`config.mk`:
```
export PLATFORM = sky130hd
export DESIGN_NAME = star_wildcard_matcher_core_flat
export DESIGN_NICKNAME = d
export VERILOG_FILES = /design/src/rtl/swm_pkg.sv /design/src/rtl/swm_if.sv /design/src/rtl/swm_nfa.sv /design/src/rtl/star_wildcard_matcher_core.sv /design/src/flat_wrapper.sv
export SDC_FILE = /design/constraint.sdc
export NUM_CORES = 1
export LEC_CHECK = 0
export BUFFER_PORTS_ARGS = -buffer_cell sky130_fd_sc_hd__buf_2
export CAP_MARGIN = 20
export CELL_PAD_IN_SITES_DETAIL_PLACEMENT = 1
export CELL_PAD_IN_SITES_GLOBAL_PLACEMENT = 2
export CORE_MARGIN = 1.5
export CORE_UTILIZATION = 45
export DETAILED_ROUTE_END_ITERATION = 16
export PLACE_DENSITY_LB_ADDON = 0.1
export SKIP_CTS_REPAIR_TIMING = 1
export SLEW_MARGIN = 30
export SYNTH_ARGS = -nofsm -noshare
export SYNTH_HDL_FRONTEND = slang
export SYNTH_HIERARCHICAL = 1
export SYNTH_SLANG_ARGS = --single-unit
```
`constraint.sdc`:
```
create_clock -name i_clk -period 4.3 [get_ports i_clk]
set_input_delay 0.43 -clock i_clk [delete_from_list [all_inputs] [get_ports i_clk]]
set_output_delay 0.43 -clock i_clk [all_outputs]
set_load 0.02 [all_outputs]
```
`src/rtl/swm_pkg.sv`:
```
// swm_pkg: shared types and codes for the star wildcard matcher.
// No dependencies; every other file of the block refers to it by scoped name.

package swm_pkg;

    // Default pattern capacity in bytes
    localparam int PATTERN_MAX_DEF = 64;

    // Item commands
    localparam logic [1:0] CMD_PATTERN = 2'd0;
    localparam logic [1:0] CMD_SUBJECT = 2'd1;
    localparam logic [1:0] CMD_REPORT  = 2'd2;

    // Report status codes
    localparam logic [1:0] STATUS_NO_MATCH = 2'd0;
    localparam logic [1:0] STATUS_MATCH    = 2'd1;
    localparam logic [1:0] STATUS_OVERFLOW = 2'd2;

    // Special bytes
    localparam logic [7:0] STAR_BYTE = 8'h2A;
    localparam logic [7:0] DOT_BYTE  = 8'h2E;

    // Input transaction payload
    typedef struct packed {
        logic [1:0] command;
        logic [7:0] char_byte;
        logic       pattern_start;
    } t_in_item;

    // Output transaction payload
    typedef struct packed {
        logic [1:0] status;
    } t_out_item;

    // One update request to the position engine, already qualified by the handshake
    typedef struct packed {
        logic       pat_wr;
        logic       subj_step;
        logic       report;
        logic       pattern_start;
        logic [7:0] char_byte;
    } t_nfa_req;

endpackage

```
`src/rtl/swm_if.sv`:
```
// swm_if: valid/ready stream interfaces for the matcher's input and output channels.
// Depends on swm_pkg for the payload types.

interface swm_in_if;
    logic              valid;
    logic              ready;
    swm_pkg::t_in_item data;

    modport source (output valid, output data, input ready);
    modport sink   (input valid, input data, output ready);
endinterface

interface swm_out_if;
    logic               valid;
    logic               ready;
    swm_pkg::t_out_item data;

    modport source (output valid, output data, input ready);
    modport sink   (input valid, input data, output ready);
endinterface

```
`src/rtl/swm_nfa.sv`:
```
// swm_nfa: pattern store and active-position vector, updated once per request.
// Depends on swm_pkg. Runs of '*' are stored as a single '*', so star closure is one step.

module swm_nfa #(
    parameter int PATTERN_MAX = swm_pkg::PATTERN_MAX_DEF
) (
    input  logic              i_clk,
    input  logic              i_rst_n,
    input  swm_pkg::t_nfa_req i_req,
    output logic [1:0]        o_status
);

    localparam int LEN_W = $clog2(PATTERN_MAX + 1);
    localparam int IDX_W = $clog2(PATTERN_MAX);

    // Pattern bytes (compacted) and lengths
    logic [7:0]         r_pat [PATTERN_MAX];
    logic [LEN_W-1:0]   r_clen;       // compacted length
    logic [LEN_W-1:0]   r_rlen;       // raw byte count, for capacity
    logic               r_ovf;
    logic               r_last_star;

    // Subject state; r_act is kept before star closure
    logic [PATTERN_MAX:0] r_act;
    logic                 r_started;
    logic                 r_hidden;

    logic [PATTERN_MAX-1:0] w_live;
    logic [PATTERN_MAX-1:0] w_star;
    logic [PATTERN_MAX-1:0] w_hit;
    logic [PATTERN_MAX:0]   w_cur;
    logic [PATTERN_MAX:0]   w_step;
    logic [PATTERN_MAX:0]   w_restart;

    logic [LEN_W-1:0]       w_base_clen;
    logic [LEN_W-1:0]       w_base_rlen;
    logic                   w_base_ovf;
    logic                   w_base_last_star;
    logic                   w_room;
    logic                   w_in_star;
    logic                   w_store;

    // Per-position decode
    always_comb begin
        for (int i = 0; i < PATTERN_MAX; i++) begin
            w_live[i] = LEN_W'(i) < r_clen;
            w_star[i] = w_live[i] && (r_pat[i] == swm_pkg::STAR_BYTE);
            w_hit[i]  = w_live[i] && (r_pat[i] != swm_pkg::STAR_BYTE)
                        && (r_pat[i] == i_req.char_byte);
        end
    end

    // One-step star closure (no two stars are adjacent in the store)
    always_comb begin
        w_cur[0] = r_act[0];
        for (int k = 1; k <= PATTERN_MAX; k++) begin
            w_cur[k] = r_act[k] | (r_act[k-1] & w_star[k-1]);
        end
    end

    // Advance every active position by one subject byte
    always_comb begin
        w_step[0] = w_cur[0] & w_star[0];
        for (int k = 1; k < PATTERN_MAX; k++) begin
            w_step[k] = (w_cur[k] & w_star[k]) | (w_cur[k-1] & w_hit[k-1]);
        end
        w_step[PATTERN_MAX] = w_cur[PATTERN_MAX-1] & w_hit[PATTERN_MAX-1];
    end

    assign w_restart = {{PATTERN_MAX{1'b0}}, 1'b1};

    // Verdict for a report
    always_comb begin
        if (r_ovf) begin
            o_status = swm_pkg::STATUS_OVERFLOW;
        end else if (w_cur[r_clen] && !r_hidden) begin
            o_status = swm_pkg::STATUS_MATCH;
        end else begin
            o_status = swm_pkg::STATUS_NO_MATCH;
        end
    end

    // Pattern append: start clears first, repeated stars collapse
    assign w_base_clen      = i_req.pattern_start ? '0   : r_clen;
    assign w_base_rlen      = i_req.pattern_start ? '0   : r_rlen;
    assign w_base_ovf       = i_req.pattern_start ? 1'b0 : r_ovf;
    assign w_base_last_star = i_req.pattern_start ? 1'b0 : r_last_star;
    assign w_room           = w_base_rlen < LEN_W'(PATTERN_MAX);
    assign w_in_star        = i_req.char_byte == swm_pkg::STAR_BYTE;
    assign w_store          = i_req.pat_wr && w_room && !(w_in_star && w_base_last_star);

    // Pattern byte storage, no reset
    always_ff @(posedge i_clk) begin
        if (w_store) begin
            r_pat[w_base_clen[IDX_W-1:0]] <= i_req.char_byte;
        end
    end

    // Pattern bookkeeping
    always_ff @(posedge i_clk) begin
        if (!i_rst_n) begin
            r_clen      <= '0;
            r_rlen      <= '0;
            r_ovf       <= 1'b0;
            r_last_star <= 1'b0;
        end else if (i_req.pat_wr) begin
            if (w_room) begin
                r_rlen      <= w_base_rlen + LEN_W'(1);
                r_ovf       <= w_base_ovf;
                r_last_star <= w_in_star;
                r_clen      <= w_store ? w_base_clen + LEN_W'(1) : w_base_clen;
            end else begin
                r_rlen      <= w_base_rlen;
                r_ovf       <= 1'b1;
                r_last_star <= w_base_last_star;
                r_clen      <= w_base_clen;
            end
        end
    end

    // Subject state
    always_ff @(posedge i_clk) begin
        if (!i_rst_n) begin
            r_act     <= w_restart;
            r_started <= 1'b0;
            r_hidden  <= 1'b0;
        end else if (i_req.pat_wr || i_req.report) begin
            r_act     <= w_restart;
            r_started <= 1'b0;
            r_hidden  <= 1'b0;
        end else if (i_req.subj_step) begin
            r_act     <= w_step;
            r_started <= 1'b1;
            // hidden name needs a pattern that starts with a dot
            if (!r_started && (i_req.char_byte == swm_pkg::DOT_BYTE)
                && ((r_clen == '0) || (r_pat[0] != swm_pkg::DOT_BYTE))) begin
                r_hidden <= 1'b1;
            end
        end
    end

    // Compacted length never exceeds the raw count
    a_clen_le_rlen: assert property (@(posedge i_clk) disable iff (!i_rst_n)
        r_clen <= r_rlen)
        else $error("compacted pattern length above raw length");

    // Overflow only once the raw count has hit capacity
    a_ovf_full: assert property (@(posedge i_clk) disable iff (!i_rst_n)
        r_ovf |-> (r_rlen == LEN_W'(PATTERN_MAX)))
        else $error("overflow flagged below capacity");

    // Hidden block only after the first subject byte
    a_hidden_started: assert property (@(posedge i_clk) disable iff (!i_rst_n)
        r_hidden |-> r_started)
        else $error("hidden flag set with no subject started");

endmodule

```
`src/rtl/star_wildcard_matcher_core.sv`:
```
// Glob matcher with '*' wildcards: top level with input and result registers.
// Depends on swm_pkg, swm_if (swm_in_if, swm_out_if) and swm_nfa.
//
// The block accepts one transaction per clock cycle, sustained, on every command
// (pattern bytes, subject bytes and report requests) while no report is stalled. An
// accepted item lands in an input register; from there the position engine updates
// the full active vector for all pattern positions at once, and a report's status
// is written to the result register, from which it is presented. The input side
// keeps taking items while a status waits to be taken; only a second report behind
// an untaken status stalls. Pattern capacity is PATTERN_MAX bytes; longer patterns
// report status 2 until a new pattern starts.

module star_wildcard_matcher_core #(
    parameter int PATTERN_MAX = swm_pkg::PATTERN_MAX_DEF
) (
    input  logic        i_clk,
    input  logic        i_rst_n,
    swm_in_if.sink      i_in,
    swm_out_if.source   o_out
);

    logic               r_in_valid;
    swm_pkg::t_in_item  r_in_item;
    logic               r_out_valid;
    swm_pkg::t_out_item r_out_item;

    logic               w_advance;
    logic               w_is_report;
    swm_pkg::t_nfa_req  w_req;
    logic [1:0]         w_status;

    // Stage advance: only a report needs room in the result register
    assign w_is_report = r_in_item.command == swm_pkg::CMD_REPORT;
    assign w_advance   = r_in_valid && (!w_is_report || !r_out_valid || o_out.ready);
    assign i_in.ready  = !r_in_valid || w_advance;

    // Input register
    always_ff @(posedge i_clk) begin
        if (!i_rst_n) begin
            r_in_valid <= 1'b0;
        end else if (i_in.valid && i_in.ready) begin
            r_in_valid <= 1'b1;
        end else if (w_advance) begin
            r_in_valid <= 1'b0;
        end
    end

    always_ff @(posedge i_clk) begin
        if (i_in.valid && i_in.ready) begin
            r_in_item <= i_in.data;
        end
    end

    // Decode the staged item into an engine request
    always_comb begin
        w_req.pat_wr        = 1'b0;
        w_req.subj_step     = 1'b0;
        w_req.report        = 1'b0;
        w_req.pattern_start = r_in_item.pattern_start;
        w_req.char_byte     = r_in_item.char_byte;
        case (r_in_item.command)
            swm_pkg::CMD_PATTERN: w_req.pat_wr    = w_advance;
            swm_pkg::CMD_SUBJECT: w_req.subj_step = w_advance;
            swm_pkg::CMD_REPORT:  w_req.report    = w_advance;
            default: begin
                // unused command: consumed, no effect
            end
        endcase
    end

    swm_nfa #(
        .PATTERN_MAX (PATTERN_MAX)
    ) u_nfa (
        .i_clk    (i_clk),
        .i_rst_n  (i_rst_n),
        .i_req    (w_req),
        .o_status (w_status)
    );

    // Result register
    always_ff @(posedge i_clk) begin
        if (!i_rst_n) begin
            r_out_valid <= 1'b0;
        end else if (w_req.report) begin
            r_out_valid <= 1'b1;
        end else if (o_out.ready) begin
            r_out_valid <= 1'b0;
        end
    end

    always_ff @(posedge i_clk) begin
        if (w_req.report) begin
            r_out_item.status <= w_status;
        end
    end

    assign o_out.valid = r_out_valid;
    assign o_out.data  = r_out_item;

    // A report that leaves the input stage always produces a result next cycle
    a_report_out: assert property (@(posedge i_clk) disable iff (!i_rst_n)
        (w_advance && w_is_report) |=> r_out_valid)
        else $error("report advanced without a result");

    // A staged report behind an untaken result blocks new input
    a_report_stall: assert property (@(posedge i_clk) disable iff (!i_rst_n)
        (r_in_valid && w_is_report && r_out_valid && !o_out.ready) |-> !i_in.ready)
        else $error("input taken while a report is stalled");

    // The staged item is never lost: it stays until it advances
    a_stage_hold: assert property (@(posedge i_clk) disable iff (!i_rst_n)
        (r_in_valid && !w_advance) |=> (r_in_valid && $stable(r_in_item)))
        else $error("staged item dropped before advancing");

endmodule

```
`src/flat_wrapper.sv`:
```
// flat-port wrapper written by rule: the top's interface ports become plain ports
module star_wildcard_matcher_core_flat 
#(
    parameter int PATTERN_MAX = swm_pkg::PATTERN_MAX_DEF
)
  (i_clk, i_rst_n, i_in_valid, i_in_data, i_in_ready, o_out_valid, o_out_data, o_out_ready);
  swm_in_if i_in_i ();
  swm_out_if o_out_i ();
  input  logic i_clk;
  input  logic i_rst_n;
  input wire logic [$bits(i_in_i.valid)-1:0] i_in_valid;
  input wire logic [$bits(i_in_i.data)-1:0] i_in_data;
  output wire logic [$bits(i_in_i.ready)-1:0] i_in_ready;
  output wire logic [$bits(o_out_i.valid)-1:0] o_out_valid;
  output wire logic [$bits(o_out_i.data)-1:0] o_out_data;
  input wire logic [$bits(o_out_i.ready)-1:0] o_out_ready;
  assign i_in_i.valid = i_in_valid;
  assign i_in_i.data = i_in_data;
  assign i_in_ready = i_in_i.ready;
  assign o_out_valid = o_out_i.valid;
  assign o_out_data = o_out_i.data;
  assign o_out_i.ready = o_out_ready;
  star_wildcard_matcher_core #(.PATTERN_MAX(PATTERN_MAX)) u_core (.i_clk(i_clk), .i_rst_n(i_rst_n), .i_in(i_in_i), .o_out(o_out_i));
endmodule
```
# [Word level (Yosys, flattened, before mapping)]
# Memories as Yosys holds them, arrays and structs flattened.
# Index checks and enable logic that the tools add are counted.
[totals] ff_bits=98 output_inout_bits=4 memories=1 mem_bits_rw=512
[memory_table] name="u_core.u_nfa.r_pat" words=64 width=8 rd=64 rd_clocked_by_memory_dff=0 wr=1 line_no="swm_nfa.sv:17" source="logic [7:0] r_pat [PATTERN_MAX];"
[classes] addsub=2 n_reduce_logical=218 bitwise_logic=319 eq_ne=198 order_cmp=66 mux=21
[ops] operator="8-bit by 6-bit == test with 1-bit output, second input constant" count=66
[ops] operator="8-bit by 6-bit != test with 1-bit output, second input constant" count=65
[ops] operator="8-bit == test" count=64
[ops] operator="6-bit by 7-bit < comparator with 1-bit output, first input constant" count=32
[ops] operator="1-bit logical AND" count=200
[ops] operator="1-bit AND" count=191
[ops] operator="1-bit OR" count=127
[ops] operator="5-bit by 7-bit < comparator with 1-bit output, first input constant" count=16
[ops] operator="4-bit by 7-bit < comparator with 1-bit output, first input constant" count=8
[ops] operator="7-bit two-way mux" count=5
[ops] operator="3-bit by 7-bit < comparator with 1-bit output, first input constant" count=4
[ops] operator="1-bit two-way mux" count=15
[ops] operator="7-bit by 1-bit adder with 7-bit output, second input constant" count=2
[ops] operator="1-bit by 7-bit < comparator with 1-bit output, first input constant" count=2
[ops] operator="2-bit by 7-bit < comparator with 1-bit output, first input constant" count=2
[ops] operator="7-bit by 8-bit < comparator with 1-bit output, second input constant" count=1
[ops] operator="1-bit binary-select mux with 7-bit select" count=1
[ops] operator="7-bit zero test" count=1
[ops] operator="7-bit < comparator, second input constant" count=1
[ops] operator="1-bit zero test" count=6
[ops] operator="1-bit logical OR" count=5
[ops] operator="2-bit AND reduction" count=2
[ops] operator="2-bit nonzero test" count=2
[ops] operator="2-bit by 1-bit == test with 1-bit output, second input constant" count=1
[ops] operator="5 further kinds" count=5

# [Depth between registers and ports, before layout]
[logic_depth] word_depth=10 ltp_mapped=10

# [Hierarchy]
# The synthesis kept the hierarchy.
[modules_own_cells] module="swm_nfa" seq_area_each_um2=17036.3 area_per_inst_um2=28596.2 cells_each=2324 instances=1
[modules_own_cells] module="star_wildcard_matcher_core" seq_area_each_um2=430.4 area_per_inst_um2=503.0 cells_each=25 instances=1

# [Worst setup path after synthesis]
# No wires, ideal clock.
[synth_path] path_kind="reg-to-reg" start="register u_core/r_in_item[1] (netlist name)" end="memory u_core.u_nfa.r_pat[31][0], enable pin" required_time_ps=3917 path_buffers=1 path_stages_with_launch=8 period_less_slack_ps=3161 arrival_ps=2777 path_slack_ps=1139 cell_sequence="edfxtp_1 > nor4b_1 > nand4b_1 > o31a_1 > o21ai_1 > or3_1 > buf_2 > nor3_1"
[synth_between] elab_chain_len=6
[synth_rtl] element="from (decl)" line_no="star_wildcard_matcher_core.sv:23" source="swm_pkg::t_in_item r_in_item;"
[synth_rtl] element="from (signal assigned)" line_no="star_wildcard_matcher_core.sv:50" source="r_in_item <= i_in.data;"
[synth_rtl] element="8-bit by 6-bit == test with 1-bit output" line_no="swm_nfa.sv:89" source="assign w_in_star = i_req.char_byte == swm_pkg::STAR_BYTE;"
[synth_rtl] element="1-bit logical AND" line_no="swm_nfa.sv:90" source="assign w_store = i_req.pat_wr && w_room && !(w_in_star && w_base_last_star);"
[synth_rtl] element="1-bit zero test" line_no="swm_nfa.sv:90"
[synth_rtl] element="1-bit logical AND" line_no="swm_nfa.sv:90"
[synth_rtl] element="1-bit two-way mux" line_no="swm_nfa.sv:94" source="if (w_store) begin"
[synth_rtl] element="1-bit two-way mux (not written as such)" line_no="swm_nfa.sv:95" source="r_pat[w_base_clen[IDX_W-1:0]] <= i_req.char_byte;"
[synth_rtl] element="to (decl)" line_no="swm_nfa.sv:17"
# Every way passes these cells.

# [Final worst setup path]
[layout_path] start="register u_core.u_nfa.r_clen[2]" end="register u_core.r_out_item (netlist bit u_core/o_out.data[0]), data pin"
[layout_between] elab_chain_len=8 word_cells_on_any_way=260 classes_between="order compare: 64; mux: 3; bitwise: 128; reduce/logical: 65"
[layout_rtl] element="from (decl)" line_no="swm_nfa.sv:18" source="logic [LEN_W-1:0] r_clen;"
[layout_rtl] element="from (signal assigned)" line_no="swm_nfa.sv:111" source="r_clen <= w_store ? w_base_clen + LEN_W'(1) : w_base_clen;"
[layout_rtl] element="from (signal assigned)" line_no="swm_nfa.sv:116" source="r_clen <= w_base_clen;"
[layout_rtl] element="1-bit by 7-bit < comparator with 1-bit output, or another cell as far along" line_no="swm_nfa.sv:46" source="w_live[i] = LEN_W'(i) < r_clen;"
[layout_rtl] element="1-bit logical AND" line_no="swm_nfa.sv:47" source="w_star[i] = w_live[i] && (r_pat[i] == swm_pkg::STAR_BYTE);"
[layout_rtl] element="1-bit AND" line_no="swm_nfa.sv:57" source="w_cur[k] = r_act[k] | (r_act[k-1] & w_star[k-1]);"
[layout_rtl] element="1-bit OR" line_no="swm_nfa.sv:57"
[layout_rtl] element="1-bit binary-select mux with 7-bit select *" line_no="swm_nfa.sv:76" source="end else if (w_cur[r_clen] && !r_hidden) begin"
[layout_rtl] element="1-bit two-way mux (not written as such) *" line_no="swm_nfa.sv:76"
[layout_rtl] element="1-bit logical AND *" line_no="swm_nfa.sv:76"
[layout_rtl] element="1-bit two-way mux *" line_no="swm_nfa.sv:76"
[layout_rtl] element="to (decl)" line_no="star_wildcard_matcher_core.sv:25" source="swm_pkg::t_out_item r_out_item;"
# Mark *: on every way between the ends. The rest lies on a longest branch, timed or not. The select of a mux whose other input is x is not followed.
# A chain may end at the register's enable or synchronous reset.

==> results.sh <==
export IMPL_outcome="complete, no violations"
export IMPL_drc_errors=0
export IMPL_p_per_area_nw_per_um2=399
export IMPL_ff2ff_path_depth=9
export IMPL_p_clk_share_pct=45.5
export IMPL_yosysMostFrequentCell="edfxtp_1"
export IMPL_antenna_found_initial=1
export IMPL_track_usage_pct=25.7
export IMPL_ys_warn_count=6
export IMPL_routed_wl_mm=85.2
export IMPL_hpwl_mm=55.8
export IMPL_dpl_cell_area_um2=30300
export IMPL_seqPwrFrac_pct=49.7
export IMPL_cts_buffer_depth=3
export IMPL_syn_area_per_cell_um2=12.4
export IMPL_design_area_um2=32700
export IMPL_crit_chain="buf_4 > nor3_4 > nand2_1 > a2111oi_2 > nand4_1 > nor4_1 > o31ai_1 > a311oi_1 > o31a_1"
export IMPL_area_growth_pct=12.4
export IMPL_fin_crit_sh_pct=81.2
export IMPL_max_freq_ghz=0.287
export IMPL_fp_coreArea_um2=64200
export IMPL_grt_max_degree=129
export IMPL_path_class="reg2reg"
export IMPL_netlist_instances=2349
export IMPL_max_cap_violations=0
export IMPL_p_total_mw=13.0
export IMPL_io_buffers=18
export IMPL_tightest_slew_ps=1060
export IMPL_p_switching_mw=2.84
export IMPL_p_int_mw=10.2
export IMPL_dp_cells=3166
export IMPL_post_drt_via_cell_ratio=5.92
export IMPL_yosysTopAreaCell="edfxtp_1"
export IMPL_worst_clock_skew_ps=30.6
export IMPL_clkLatencyLatePin_ps=620
export IMPL_synth_top_cells_by_area="edfxtp_1, xnor2_1, dfxtp_1"
export IMPL_synth_top_area_share_pct=54.2
export IMPL_final_nets=2411
export IMPL_ys_ff_latch=610
export IMPL_die_h_um=257
export IMPL_start_util_pct=45.3
export IMPL_fillers=6530
export IMPL_drive_above_1_share_pct=8.45
export IMPL_layout_min_cycle_time_ps=3490
export IMPL_htreeDepth=3
export IMPL_io_pins=19
export IMPL_combPwrFrac_pct=4.8
export IMPL_grt_pass1_wl_mm=130
export IMPL_drt_iter0_drc=1524
export IMPL_rows=93
export IMPL_overflow=0
export IMPL_ys_top_cells_by_count="edfxtp_1, xnor2_1, nor2_1"
export IMPL_multi_input_area_um2=11100
export IMPL_first_pass_iters=5
export IMPL_dieArea_um2=66200
export IMPL_ant_nets=0
export IMPL_critPathMaxFanout=18
export IMPL_numClockSinks=610
export IMPL_seq_area_um2=17500
export IMPL_cpMaxStageDelayCell="a2111oi_2"
export IMPL_fin_cells=3304
export IMPL_switching_share_pct=21.8
export IMPL_crit_required_ps=4780
export IMPL_rsz0062_at_grt="no"
export IMPL_first_global_vias=20321
export IMPL_peakVddDrop_mv=0.344
export IMPL_cp_depth=9
export IMPL_cts_tree="done"
export IMPL_finalHoldViolCount=0
export IMPL_final_max_slew_viol_count=0
export IMPL_power_leakage_nw=10.2
export IMPL_vias=19572
export IMPL_tns_ps=0
export IMPL_clock_tree_root_cell="clkbuf_16"
export IMPL_end_kind="flop"
export IMPL_worstPathArrival_ps=3970
export IMPL_syn_nets=2366
export IMPL_hold_class="in2reg"
export IMPL_synth_edff_count=525
export IMPL_slew_headroom_pct=29.3
export IMPL_hold_depth=2
export IMPL_cts_inserted_buffers=70
export IMPL_gp_congestion=0.918
export IMPL_async_flop_share_pct=0
export IMPL_wire_per_inst_um=25.8
export IMPL_cpLargestDelayFamily="simple AND/OR/NAND/NOR gates"
export IMPL_ys_seq_area_share_pct=60.0
export IMPL_synth_cell_types=76
export IMPL_setup_violations=0
export IMPL_antenna_cells=0
export IMPL_critPathLaunchType="flop"
export IMPL_syn_area_um2=29100
export IMPL_path_clk_slew_ps=60
export IMPL_path_buf_inv=1
export IMPL_synth_top_flop_cell="edfxtp_1"
export IMPL_critical_path_max_stage_delay_ps=620
export IMPL_die_w_um=257
## worst reg2reg max path, delay by kind of cell, from the launching register on
kind / cells / cell delay, ps
AO/OA/AOI/OAI: 4 / 1190
flip-flops: 1 / 540
buffers and inverters: 1 / 340
AND/OR/NAND/NOR: 4 / 1310
## cells by family (layout without fill, tap and decap cells)
logic type	Yosys count	in the layout	share of synthesized area, %
adders and majority gates	2	2	0.0860
muxes	4	4	0.142
xor gates and xnor gates	516	516	15.5
and+or+nand+nor	700	700	14.2
DFF	610	610	60.0
AOI/OAI and AO/OA	382	382	8.14
buffers and inverters	135	235	1.85
## worst paths after layout
check,to,slack [ps],from
worst min register to register,u_core/u_nfa/r_act[64],470,u_core/u_nfa/r_act[64]
worst max-delay path,u_core/o_out.data[0],810,u_core/u_nfa/r_clen[2]
worst max register to register,u_core/o_out.data[0],810,u_core/u_nfa/r_clen[2]
worst min-delay path,u_core/o_out.valid,130,i_rst_n
## registers in the layout, indices dropped and copies added, names as in the netlist
name                      cells
u_core/o_out.data             2
u_core/o_out.valid            1
u_core/r_in_item             11
u_core/r_in_valid             1
u_core/u_nfa/r_act           65
u_core/u_nfa/r_clen           7
u_core/u_nfa/r_hidden         1
u_core/u_nfa/r_last_star      1
u_core/u_nfa/r_ovf            1
u_core/u_nfa/r_pat          512
u_core/u_nfa/r_rlen           7
u_core/u_nfa/r_started        1
## area by class of cell
| class | count | share of cell area, % |
|---|---|---|
| clock inverters | 46 | 1.43 |
| flip-flops and latches | 610 | 53.4 |
| clock buffers | 81 | 5.58 |
| well taps | 855 | 3.27 |
| multi-input cells | 1604 | 34.0 |
| repair buffers | 82 | 2.02 |
| inverters | 26 | 0.298 |
## stage by stage
stage	util, %	setup slack [ps]	hold slack [ps]
2_1_floorplan	-	1140	442
3_3_place_gp	47.2	1000	459
3_5_place_dp	47.2	953	469
5_1_grt	50.9	738	120
6_report	50.9	810	126
4_1_cts	50.7	924	-51.4
## metal layers
layer / wire length, um / GRT usage, % / part of all wire (%) / vias up
met5: 0 / 0 / 0 / -
met4: 2140 / 7.70 / 2.5 / 0
met3: 3800 / 3.38 / 4.5 / 128
met2: 39200 / 40.9 / 46 / 437
met1: 40000 / 36.8 / 47 / 10069
li1: - / - / - / 8938
## power groups by stage
| stage | logic (mW) | clock network, mW | registers, mW |
|---|---|---|---|
| floorplan | 0.385 | 0 | 6.63 |
| global placement | 0.608 | 0 | 6.60 |
| detailed placement | 0.623 | 0 | 6.60 |
| CTS | 0.628 | 6.08 | 6.48 |
| global route | 0.683 | 6.30 | 6.48 |
| finish | 0.625 | 5.94 | 6.48 |
## layout by cell type (no fill, tap or decap), types with 25 or more instances in the layout
cell         n
edfxtp_1   525
and4b_1     43
nor4bb_1    62
nor4_1      58
a21oi_1    118
nor2_1     174
o21ai_0    100
a31oi_1     35
xnor2_1    354
dfxtp_1     83
xor2_1     162
nand4_1     94
nand2_1     87
buf_4       48
nor3_1      51
nand3_1     39
clkbuf_16   71
inv_1       25
Power figures use the tool's default switching activity.
